===== src/sv/dad_pkg.sv =====
// Shared types, constants and the control store for the date adder.
// Depends on nothing; date_add_days_unit imports it.
`timescale 1ns / 1ps

package dad_pkg;

  localparam int unsigned YearW  = 14;
  localparam int unsigned MonthW = 4;
  localparam int unsigned DayW   = 5;
  localparam int unsigned OffW   = 17;
  localparam int unsigned UpcW   = 3;

  // Working widths: the year may step a little below 0 or above the top year,
  // and the day register holds the raw sum of day and offset.
  localparam int unsigned YearAccW = 16;
  localparam int unsigned DayAccW  = 18;
  localparam int unsigned ModW     = 9;

  localparam logic [YearW-1:0]  YearMax    = 14'd16383;
  localparam logic [MonthW-1:0] MonthJan   = 4'd1;
  localparam logic [MonthW-1:0] MonthFeb   = 4'd2;
  localparam logic [MonthW-1:0] MonthDec   = 4'd12;
  localparam logic [ModW-1:0]   Cycle400   = 9'd400;
  localparam logic [ModW-1:0]   Cycle400M1 = 9'd399;

  // Datapath operations selected by a control word
  typedef enum logic [2:0] {
    OP_LOAD,   // take a new word from the input
    OP_MOD,    // reduce the start year modulo 400
    OP_FWD,    // roll surplus days into the next month
    OP_BWD,    // borrow days from the previous month
    OP_EMIT    // write the result register
  } op_e;

  // Branch conditions
  typedef enum logic [2:0] {
    C_IN,      // input word offered
    C_GE400,   // year remainder still 400 or more
    C_DGT,     // day beyond length of current month
    C_DLE0,    // day zero or negative
    C_OSLOT    // result register free
  } cond_e;

  typedef struct packed {
    op_e             op;
    cond_e           cond;
    logic [UpcW-1:0] jt;   // next step when the condition holds
    logic [UpcW-1:0] jf;   // next step otherwise
  } uword_t;

  localparam logic [UpcW-1:0] UpcLoad = 3'd0;
  localparam logic [UpcW-1:0] UpcMod  = 3'd1;
  localparam logic [UpcW-1:0] UpcFwd  = 3'd2;
  localparam logic [UpcW-1:0] UpcBwd  = 3'd3;
  localparam logic [UpcW-1:0] UpcEmit = 3'd4;

  // Control store: one word per step
  function automatic uword_t ucode_rom(input logic [UpcW-1:0] upc);
    uword_t w;
    unique case (upc)
      UpcLoad: w = '{op: OP_LOAD, cond: C_IN,    jt: UpcMod,  jf: UpcLoad};
      UpcMod:  w = '{op: OP_MOD,  cond: C_GE400, jt: UpcMod,  jf: UpcFwd};
      UpcFwd:  w = '{op: OP_FWD,  cond: C_DGT,   jt: UpcFwd,  jf: UpcBwd};
      UpcBwd:  w = '{op: OP_BWD,  cond: C_DLE0,  jt: UpcBwd,  jf: UpcEmit};
      UpcEmit: w = '{op: OP_EMIT, cond: C_OSLOT, jt: UpcLoad, jf: UpcEmit};
      default: w = '{op: OP_LOAD, cond: C_IN,    jt: UpcMod,  jf: UpcLoad};
    endcase
    return w;
  endfunction

  // Days in a month; leap selects 29 for February
  function automatic logic [DayW-1:0] month_len(input logic [MonthW-1:0] m,
                                                input logic leap);
    logic [DayW-1:0] len;
    unique case (m)
      4'd4, 4'd6, 4'd9, 4'd11: len = 5'd30;
      MonthFeb:                len = leap ? 5'd29 : 5'd28;
      default:                 len = 5'd31;
    endcase
    return len;
  endfunction

endpackage


===== src/sv/date_add_days_unit.sv =====
// Top level of the Gregorian date adder: stream ports, microcoded sequencer
// and its datapath. Depends on dad_pkg.
`timescale 1ns / 1ps

// Adds a signed day offset to a Gregorian date and returns the normalized
// date, or the input date with out_of_range set when the result year leaves
// 0..16383. One word is in work at a time. A word is loaded, its start year
// is reduced modulo 400 by repeated subtraction, surplus days are rolled into
// following months one month at a time, then days are borrowed from earlier
// months while the day is zero or negative, and the result is emitted. The
// result sits in an output register, so the next word is taken while the
// previous result waits to be read.
module date_add_days_unit
  import dad_pkg::*;
(
  input  logic        clk_i,
  input  logic        rst_ni,
  input  logic        s_axis_tvalid,
  output logic        s_axis_tready,
  // [13:0] start_year, [17:14] start_month, [22:18] start_day,
  // [39:23] day_offset (signed)
  input  logic [39:0] s_axis_tdata,
  output logic        m_axis_tvalid,
  input  logic        m_axis_tready,
  // [13:0] result_year, [17:14] result_month, [22:18] result_day, [23] zero
  output logic [23:0] m_axis_tdata,
  // [0] out_of_range
  output logic [0:0]  m_axis_tuser
);

  // Input fields
  logic [YearW-1:0]  in_year;
  logic [MonthW-1:0] in_month;
  logic [DayW-1:0]   in_day;
  logic [OffW-1:0]   in_off;

  assign in_year  = s_axis_tdata[13:0];
  assign in_month = s_axis_tdata[17:14];
  assign in_day   = s_axis_tdata[22:18];
  assign in_off   = s_axis_tdata[39:23];

  // Sequencer and datapath registers
  logic [UpcW-1:0]            upc_q, upc_d;
  logic signed [YearAccW-1:0] y_q, y_d;
  logic [MonthW-1:0]          m_q, m_d;
  logic signed [DayAccW-1:0]  d_q, d_d;
  logic [ModW-1:0]            c_q, c_d;      // year mod 400
  logic [YearW-1:0]           t_q, t_d;      // remainder during reduction
  logic [YearW-1:0]           y0_q;
  logic [MonthW-1:0]          m0_q;
  logic [DayW-1:0]            d0_q;

  logic                       ovalid_q, ovalid_d;
  logic [YearW-1:0]           oyear_q, oyear_d;
  logic [MonthW-1:0]          omonth_q, omonth_d;
  logic [DayW-1:0]            oday_q, oday_d;
  logic                       oor_q, oor_d;

  uword_t                     uw;
  logic                       hit;
  logic                       leap;
  logic                       div100;
  logic [MonthW-1:0]          m_prev;
  logic [MonthW-1:0]          m_first;
  logic [DayW-1:0]            len_cur;
  logic [DayW-1:0]            len_prev;
  logic [ModW-1:0]            c_inc;
  logic [ModW-1:0]            c_dec;
  logic                       oor;

  assign uw = ucode_rom(upc_q);

  // Leap rule from the low year bits and the mod-400 counter
  assign div100 = (c_q == 9'd0) || (c_q == 9'd100) || (c_q == 9'd200) ||
                  (c_q == 9'd300);
  assign leap   = ((y_q[1:0] == 2'b00) && !div100) || (c_q == 9'd0);

  assign m_prev   = (m_q == MonthJan) ? MonthDec : m_q - 4'd1;
  assign len_cur  = month_len(m_q, leap);
  assign len_prev = month_len(m_prev, leap);
  assign c_inc    = (c_q == Cycle400M1) ? '0 : c_q + 9'd1;
  assign c_dec    = (c_q == '0) ? Cycle400M1 : c_q - 9'd1;

  // Clamp the start month into 1..12
  assign m_first = (in_month == '0) ? MonthJan :
                   (in_month > MonthDec) ? MonthDec : in_month;

  assign oor = y_q[YearAccW-1] || (y_q > $signed({2'b00, YearMax}));

  // Branch condition for the current step
  always_comb begin
    unique case (uw.cond)
      C_IN:    hit = s_axis_tvalid;
      C_GE400: hit = ({1'b0, t_q} >= {6'd0, Cycle400});
      C_DGT:   hit = (d_q > $signed({{(DayAccW-DayW){1'b0}}, len_cur}));
      C_DLE0:  hit = d_q[DayAccW-1] || (d_q == '0);
      C_OSLOT: hit = !ovalid_q || m_axis_tready;
      default: hit = 1'b0;
    endcase
  end

  assign s_axis_tready = (uw.op == OP_LOAD);

  // Datapath driven by the control word
  always_comb begin
    upc_d    = hit ? uw.jt : uw.jf;
    y_d      = y_q;
    m_d      = m_q;
    d_d      = d_q;
    c_d      = c_q;
    t_d      = t_q;
    ovalid_d = ovalid_q && !m_axis_tready;
    oyear_d  = oyear_q;
    omonth_d = omonth_q;
    oday_d   = oday_q;
    oor_d    = oor_q;
    unique case (uw.op)
      OP_LOAD: begin
        if (hit) begin
          y_d = $signed({2'b00, in_year});
          m_d = m_first;
          d_d = $signed({{(DayAccW-DayW){1'b0}}, in_day}) +
                $signed({in_off[OffW-1], in_off});
          t_d = in_year;
        end
      end
      OP_MOD: begin
        if (hit) begin
          t_d = t_q - {5'd0, Cycle400};
        end else begin
          c_d = t_q[ModW-1:0];
        end
      end
      OP_FWD: begin
        if (hit) begin
          d_d = d_q - $signed({{(DayAccW-DayW){1'b0}}, len_cur});
          if (m_q == MonthDec) begin
            m_d = MonthJan;
            y_d = y_q + 16'sd1;
            c_d = c_inc;
          end else begin
            m_d = m_q + 4'd1;
          end
        end
      end
      OP_BWD: begin
        if (hit) begin
          d_d = d_q + $signed({{(DayAccW-DayW){1'b0}}, len_prev});
          m_d = m_prev;
          if (m_q == MonthJan) begin
            y_d = y_q - 16'sd1;
            c_d = c_dec;
          end
        end
      end
      OP_EMIT: begin
        if (hit) begin
          ovalid_d = 1'b1;
          oor_d    = oor;
          if (oor) begin
            oyear_d  = y0_q;
            omonth_d = m0_q;
            oday_d   = d0_q;
          end else begin
            oyear_d  = y_q[YearW-1:0];
            omonth_d = m_q;
            oday_d   = d_q[DayW-1:0];
          end
        end
      end
      default: begin
        upc_d = UpcLoad;
      end
    endcase
  end

  // Control state
  always_ff @(posedge clk_i or negedge rst_ni) begin
    if (!rst_ni) begin
      upc_q    <= UpcLoad;
      ovalid_q <= 1'b0;
    end else begin
      upc_q    <= upc_d;
      ovalid_q <= ovalid_d;
    end
  end

  // Payload registers
  always_ff @(posedge clk_i) begin
    y_q      <= y_d;
    m_q      <= m_d;
    d_q      <= d_d;
    c_q      <= c_d;
    t_q      <= t_d;
    oyear_q  <= oyear_d;
    omonth_q <= omonth_d;
    oday_q   <= oday_d;
    oor_q    <= oor_d;
    if (s_axis_tvalid && s_axis_tready) begin
      y0_q <= in_year;
      m0_q <= in_month;
      d0_q <= in_day;
    end
  end

  assign m_axis_tvalid = ovalid_q;
  assign m_axis_tdata  = {1'b0, oday_q, omonth_q, oyear_q};
  assign m_axis_tuser  = oor_q;

endmodule

===== config.mk =====
export PLATFORM = sky130hd
export DESIGN_NAME = date_add_days_unit
export DESIGN_NICKNAME = d
export VERILOG_FILES = /design/src/sv/dad_pkg.sv /design/src/sv/date_add_days_unit.sv
export SDC_FILE = /design/constraint.sdc
export NUM_CORES = 1
export LEC_CHECK = 0
export ABC_AREA = 1
export BUFFER_PORTS_ARGS = -buffer_cell sky130_fd_sc_hd__buf_2
export CORE_MARGIN = 8
export CORE_UTILIZATION = 56
export CTS_BUF_LIST = sky130_fd_sc_hd__clkbuf_8
export DETAILED_ROUTE_END_ITERATION = 8
export PLACE_DENSITY = 0.79
export SYNTH_ARGS = -nofsm -noshare
export SYNTH_HDL_FRONTEND = slang
export SYNTH_SLANG_ARGS = --single-unit

===== constraint.sdc =====
create_clock -name clk_i -period 3.6 [get_ports clk_i]
set_clock_uncertainty 0.2 [all_clocks]
set_input_delay 0.54 -clock clk_i [delete_from_list [all_inputs] [get_ports clk_i]]
set_output_delay 0.54 -clock clk_i [all_outputs]
set_load 0.05 [all_outputs]

# [After elaboration in Yosys (flattened, before gate mapping)]
# Cells that the tools add are included.
[op_classes] n_addsub=10 order_cmp=4 n_eq_ne=35 mux=41 reduce_logical=30
[ops] op="2-to-1 mux 16 bit" n=5
[ops] op="2-to-1 mux 9 bit" n=7
[ops] op="2-to-1 mux 18 bit" n=3
[ops] op="one-hot mux 18 bit (3 select lines)" n=1
[ops] op="one-hot mux 12 bit (4 select lines)" n=1
[ops] op="one-hot mux 16 bit (3 select lines)" n=1
[ops] op="2-to-1 mux 14 bit" n=3
[ops] op="2-to-1 mux 4 bit" n=8
[ops] op="one-hot mux 14 bit (2 select lines)" n=1
[ops] op="one-hot mux 9 bit (3 select lines)" n=1
[ops] op="== test 4 bit (second input constant)" n=5
[ops] op="adder 18 x 6 -> 18 bit" n=1
[ops] op="adder 6 x 17 -> 18 bit" n=1
[ops] op="== test 3 x 2 -> 1 bit (second input constant)" n=6
[ops] op="== test 9 bit (second input constant)" n=2
[ops] op="greater-than comparator 18 x 6 -> 1 bit" n=1
[ops] op="zero test 18 bit" n=1
[ops] op="subtractor 18 x 6 -> 18 bit" n=1
[ops] op="adder 16 x 2 -> 16 bit (second input constant)" n=1
[ops] op="== test 4 x 3 -> 1 bit (second input constant)" n=4
[ops] op="greater-than comparator 16 x 15 -> 1 bit (second input constant)" n=1
[ops] op="subtractor 16 x 2 -> 16 bit (second input constant)" n=1
[ops] op=">= comparator 14 x 9 -> 1 bit (second input constant)" n=1
[ops] op="subtractor 14 x 9 -> 14 bit (second input constant)" n=1
[ops] op="other kinds (34)" n=62
[word_totals] regBits=112 in_bits=44 out_inout_bits=27 wordCells=134

# [Logic depth before layout (Yosys ltp)]
[depth] word_depth=13 ltp_mapped=22 ltp_nobuf=22

# [Worst setup path before layout]
# Ideal clock, no wire load.
[synth_path] path_kind="reg2reg" from="reg c_q[0]" to="reg y_q[0] (enable)" setup_ns=0.388 t_arrival_ns=3.189 required_ns=3.012 setup_slack_ns=-0.177 stages_incl_launch_ff=21 synth_period_minus_slack_ns=3.777 cell_sequence="edfxtp_1 > inv_1 > ha_1 > nand2_1 > a21oi_1 > nand3_1 > nand2_1 > nand3_1 > nand2_1 > inv_1 > ha_1 > fa_1 > inv_1 > nand3_2 > nor2_4 > nor2_1 > nand2_1 > nand4_2 > nand2_4 > nand2_1 > nor2_1"
[synth_via] elab_chain_len=13
[synth_lines] item="from (decl)" line_no="date_add_days_unit.sv:47" source="logic [ModW-1:0] c_q, c_d;"
[synth_lines] item="from (signal assigned)" line_no="date_add_days_unit.sv:193" source="c_q <= c_d;"
[synth_lines] item="== test 9 x 7 -> 1 bit or zero test 9 bit (tied branches)" line_no="date_add_days_unit.sv:74, date_add_days_unit.sv:76"
[synth_lines] item="logical OR 1 bit (3 in a row)" line_no="date_add_days_unit.sv:74" source="assign div100 = (c_q == 9'd0) || (c_q == 9'd100) || (c_q == 9'd200) ||"
[synth_lines] item="zero test 1 bit" line_no="date_add_days_unit.sv:76" source="assign leap = ((y_q[1:0] == 2'b00) && !div100) || (c_q == 9'd0);"
[synth_lines] item="logical AND 1 bit" line_no="date_add_days_unit.sv:76"
[synth_lines] item="logical OR 1 bit (*)" line_no="date_add_days_unit.sv:76"
[synth_lines] item="2-to-1 mux 1 bit (*)" line_no="dad_pkg.sv:77" source="MonthFeb: len = leap ? 5'd29 : 5'd28;"
[synth_lines] item="one-hot mux 2 bit (2 select lines) (*)" line_no="dad_pkg.sv:75" source="unique case (m)"
[synth_lines] item="greater-than comparator 18 x 6 -> 1 bit (*)" line_no="date_add_days_unit.sv:95" source="C_DGT: hit = (d_q > $signed({{(DayAccW-DayW){1'b0}}, len_cur}));"
[synth_lines] item="one-hot mux 1 bit (5 select lines) (*)" line_no="date_add_days_unit.sv:92" source="unique case (uw.cond)"
[synth_lines] item="inequality test 2 bit (no line) or inequality test 2 x 1 -> 1 bit (tied branches)"
[synth_lines] item="AND reduction 6 bit (no line) (*)"
[synth_lines] item="to (signal assigned)" line_no="date_add_days_unit.sv:190" source="y_q <= y_d;"
[synth_lines] item="to (decl)" line_no="date_add_days_unit.sv:44" source="logic signed [YearAccW-1:0] y_q, y_d;"
# Mark *: on every way between the ends. The rest lies on a longest branch, timed or not.
# A chain may end at the register's enable or synchronous reset.

# [Worst setup path after layout]
[layout_path] from="reg m_q[0]" to="reg d_q[14], data pin"
[layout_via] elab_chain_len=8
[layout_lines] item="from (decl)" line_no="date_add_days_unit.sv:45" source="logic [MonthW-1:0] m_q, m_d;"
[layout_lines] item="from (signal assigned)" line_no="date_add_days_unit.sv:191" source="m_q <= m_d;"
[layout_lines] item="subtractor 4 x 1 -> 4 bit or == test 4 x 1 -> 1 bit (tied branches)" line_no="date_add_days_unit.sv:78" source="assign m_prev = (m_q == MonthJan) ? MonthDec : m_q - 4'd1;"
[layout_lines] item="2-to-1 mux 4 bit" line_no="date_add_days_unit.sv:78"
[layout_lines] item="== test 4 x 3 -> 1 bit or == test 4 bit (tied branches)" line_no="dad_pkg.sv:75"
[layout_lines] item="OR reduction 4 bit" line_no="dad_pkg.sv:75"
[layout_lines] item="one-hot mux 2 bit (2 select lines)" line_no="dad_pkg.sv:75"
[layout_lines] item="adder 18 x 6 -> 18 bit" line_no="date_add_days_unit.sv:148" source="d_d = d_q + $signed({{(DayAccW-DayW){1'b0}}, len_prev});"
[layout_lines] item="2-to-1 mux 18 bit" line_no="date_add_days_unit.sv:147" source="if (hit) begin"
[layout_lines] item="one-hot mux 18 bit (3 select lines) (*)" line_no="date_add_days_unit.sv:117" source="unique case (uw.op)"
[layout_lines] item="net d_d[14]" line_no="date_add_days_unit.sv:46" source="logic signed [DayAccW-1:0] d_q, d_d;"
[layout_lines] item="to (signal assigned)" line_no="date_add_days_unit.sv:192" source="d_q <= d_d;"
[layout_lines] item="to (decl)" line_no="date_add_days_unit.sv:46"
# The timed path passes the listed nets; every way through them passes the cells marked *. The select of a mux whose other input is x is not followed.

==> flow_metrics.tcl <==
set metrics [dict create \
    outcome "finished clean" \
    fin_ws_ns 0.197 \
    die_h_um 133 \
    fin_cells 1230 \
    maxCapViolations 0 \
    drive_gt1_share_pct 16.5 \
    start_kind "flop" \
    wl_per_cell_um 16.1 \
    syn_area_um2 7680 \
    period_needed_ns 3.40 \
    io_pins 71 \
    hold_viol 0 \
    grtUsageTotal_pct 22.1 \
    cpPeakStageDelay_ns 0.41 \
    dpl.cell_count 1203 \
    muxShareOfSynthArea_pct 0 \
    gp_congestion 0.936 \
    clock.fmax_mhz 294 \
    slew_violations 0 \
    layout_commonest_cell "nand2_1" \
    synthTopCellsByArea "edfxtp_1 (42%), nand2_1 (13%), nand3_1 (5.7%), ha_1 (5.5%), inv_1 (5.4%)" \
    clk_pin_slew_worst_paths_ns 0.11 \
    synth_edf_count 108 \
    tns_ns 0 \
    numPortBuffers 69 \
    ys_types 45 \
    drt.antenna.violating_nets 0 \
    cts.sink_count 112 \
    p_leak_nw 3.97 \
    crit_top_cell "nand2_1" \
    antenna_found_initial 0 \
    layout.area.seq_um2 3340 \
    area_growth_pct 14.0 \
    worst_setup_path_end_kind "flop" \
    synthDominantCellAreaShare_pct 42.2 \
    ir_worst_vdd_mv 0.536 \
    async_reset_ff_share_pct 3.57 \
    fp.dieArea_um2 17700 \
    synth_xor_xnor_area_share_pct 3.42 \
    antennaDiodeCount 0 \
    grt_pass1_wl_um 31900 \
    die_w_um 133 \
    dp_slack_ns 0.0377 \
    synth_top_family_by_area "simple AND/OR/NAND/NOR gates" \
    synth_ff_type "edfxtp_1" \
    drc 0 \
    syn_inst 960 \
    avgSynthCellArea_um2 8.00 \
    path_cells "buf_4 > ha_1 > o21ai_0 > nand2_1 > inv_1 > nand3_2 > nand3b_1 > nand2_1 > inv_1 > ha_1 > fa_1 > nor2_2 > nand2_1 > nand3_1 > nor2_1 > a21oi_1 > o21ai_1 > inv_1 > nand2_1" \
    synth-seq-cells 112 \
    crit_fanout 6 \
    fin_crit_sh_pct 94.5 \
    synth_area_leader_cell "edfxtp_1" \
    rows 42 \
    clock_latency_ns 0.40 \
    fin_nets 1131 \
    power_density_nw_per_um2 1040 \
    ctsHtreeMaxLevel 3 \
    coreArea_um2 13300 \
    overflow 0 \
    viasPerCell 5.58 \
    cts_root_buffer "clkbuf_8" \
    drtPass1Iterations 5 \
    worstHoldPathType "primary input to flop" \
    grt_max_degree 43 \
    multi_input_area_um2 3830 \
    drt_iter0_drc 624 \
    yosys_warnings 0 \
    worst_pin_slew_ns 0.795 \
    synth_adder_area_share_pct 6.58 \
    nFillCells 1120 \
    slew_headroom_pct 46.9 \
    dp_hpwl_um 14600 \
    wirelength_um 19800 \
    cp.required_ns 3.57 \
    crit_type "flop to flop" \
    synth-simple-area-share_pct 27.8 \
    tritoncts "built" \
    syn-num-nets 1042 \
    rsz0062_at_grt "yes" \
    synth_compound_area_share_pct 11.3 \
    arrival_ns 3.37 \
    start_util_pct 57.8 \
    cts_buffers 9 \
    slowest_stage "fa_1" \
    final_cell_mix "nand2_1 (256), edfxtp_1 (108), inv_1 (105)" \
    finalSetupViolCount 0 \
    synth-seq-area-share_pct 43.5 \
    p_total_w 0.00907 \
    vias 6858 \
    grt_pass1_vias 6331 \
    cts_buffer_depth 2 \
    final_core_util_pct 65.8 \
]
==> flip-flops by register name, summed over array words and instances (netlist names) <==
name           count
m0_q               4
c_q                9
d0_q               5
upc_q              3
m_axis_tvalid      1
m_q                4
y0_q              14
d_q               18
m_axis_tuser       1
oday_q             5
oyear_q           14
omonth_q           4
t_q               14
y_q               16
==> worst paths after layout <==
| kind | startpoint | endpoint | slack [ns] | cells past startpoint |
|---|---|---|---|---|
| worst max-delay path | m_q[0] | d_q[14] | 0.20 | 19 |
| worst min-delay path | s_axis_tdata[22] | d0_q[4] | 0.13 | 1 |
| worst max register to register | m_q[0] | d_q[14] | 0.20 | 19 |
| worst min register to register | y0_q[10] | oyear_q[10] | 0.32 | 2 |
| max in group asynchronous | rst_ni | upc_q[0] | 2.78 | 2 |
| min in group asynchronous | rst_ni | upc_q[2] | 0.29 | 2 |
==> Yosys cell counts (all sizes together), types with 2 or more instances <==
| cell | n |
|---|---|
| nand2 | 264 |
| inv | 122 |
| edfxtp | 108 |
| nand3 | 90 |
| nor2 | 82 |
| o21ai | 77 |
| a21oi | 41 |
| ha | 34 |
| xor2 | 27 |
| nand4 | 16 |
| clkbuf | 12 |
| o221ai | 12 |
| nor3 | 11 |
| buf | 10 |
| or2 | 10 |
| nand3b | 8 |
| a31oi | 6 |
| o211ai | 5 |
| dfrtp | 4 |
| fa | 4 |
| xnor2 | 3 |
| a21o | 2 |
| a32oi | 2 |
| nor4 | 2 |
| o21bai | 2 |
| o311ai | 2 |
==> stage by stage <==
step	hold WS, ns	instance area (um2)
floorplan	0.0444	7680
global placement	0.158	8320
detailed placement	0.160	8320
CTS	0.117	8610
global route	0.121	8750
finish	0.130	8750
==> critical path: cells and delay by family, from the launching register on <==
kind / cells / cell delay [ns]
adder cells (fa/ha/maj): 3 / 0.83
buffers and inverters: 4 / 0.38
AND/OR/NAND/NOR: 9 / 0.96
AO/OA/AOI/OAI: 3 / 0.41
flip-flops: 1 / 0.40
==> where the power goes <==
| group | leakage [nW] | total, W | internal (W) | switching, W |
|---|---|---|---|---|
| combinational | 2.77 | 0.00525 | 0.00178 | 0.00347 |
| sequential | 1.06 | 0.00281 | 0.00239 | 0.000417 |
| clock | 0.137 | 0.00101 | 0.000542 | 0.000467 |
| total | 3.97 | 0.00907 | 0.00471 | 0.00436 |
==> per-layer routing <==
layer	share of wire, %	wire, um	vias to the layer above	GRT usage, %
met5	0	0	-	0
met4	1.7	333	0	7.55
met3	6.5	1280	19	2.44
met2	46	9110	243	34.5
met1	46	9090	3179	31.3
li1	-	-	3417	-
==> what timing repair did <==
item	CTS	global route
hold buffers	1	0
endpoints found under the hold margin	4	0
endpoints found under the setup margin	0	50
gates resized for setup	0	17
buffers inserted	0	9
==> cells by family after synthesis <==
logic type      after synthesis
buf+inv                     145
fa+ha+maj                    38
simple gates                483
flops                       112
compound gates              151
other cells                   1
xor+xnor                     30
==> cell type report <==
cell class	count	share of cell area, %
flip-flops and latches	112	38.2
clock buffers	9	1.42
well taps	176	2.52
clock inverters	7	1.76
multi-input cells	703	43.7
inverters	123	5.28
repair buffers	100	7.12
Power figures use the tool's default switching activity.
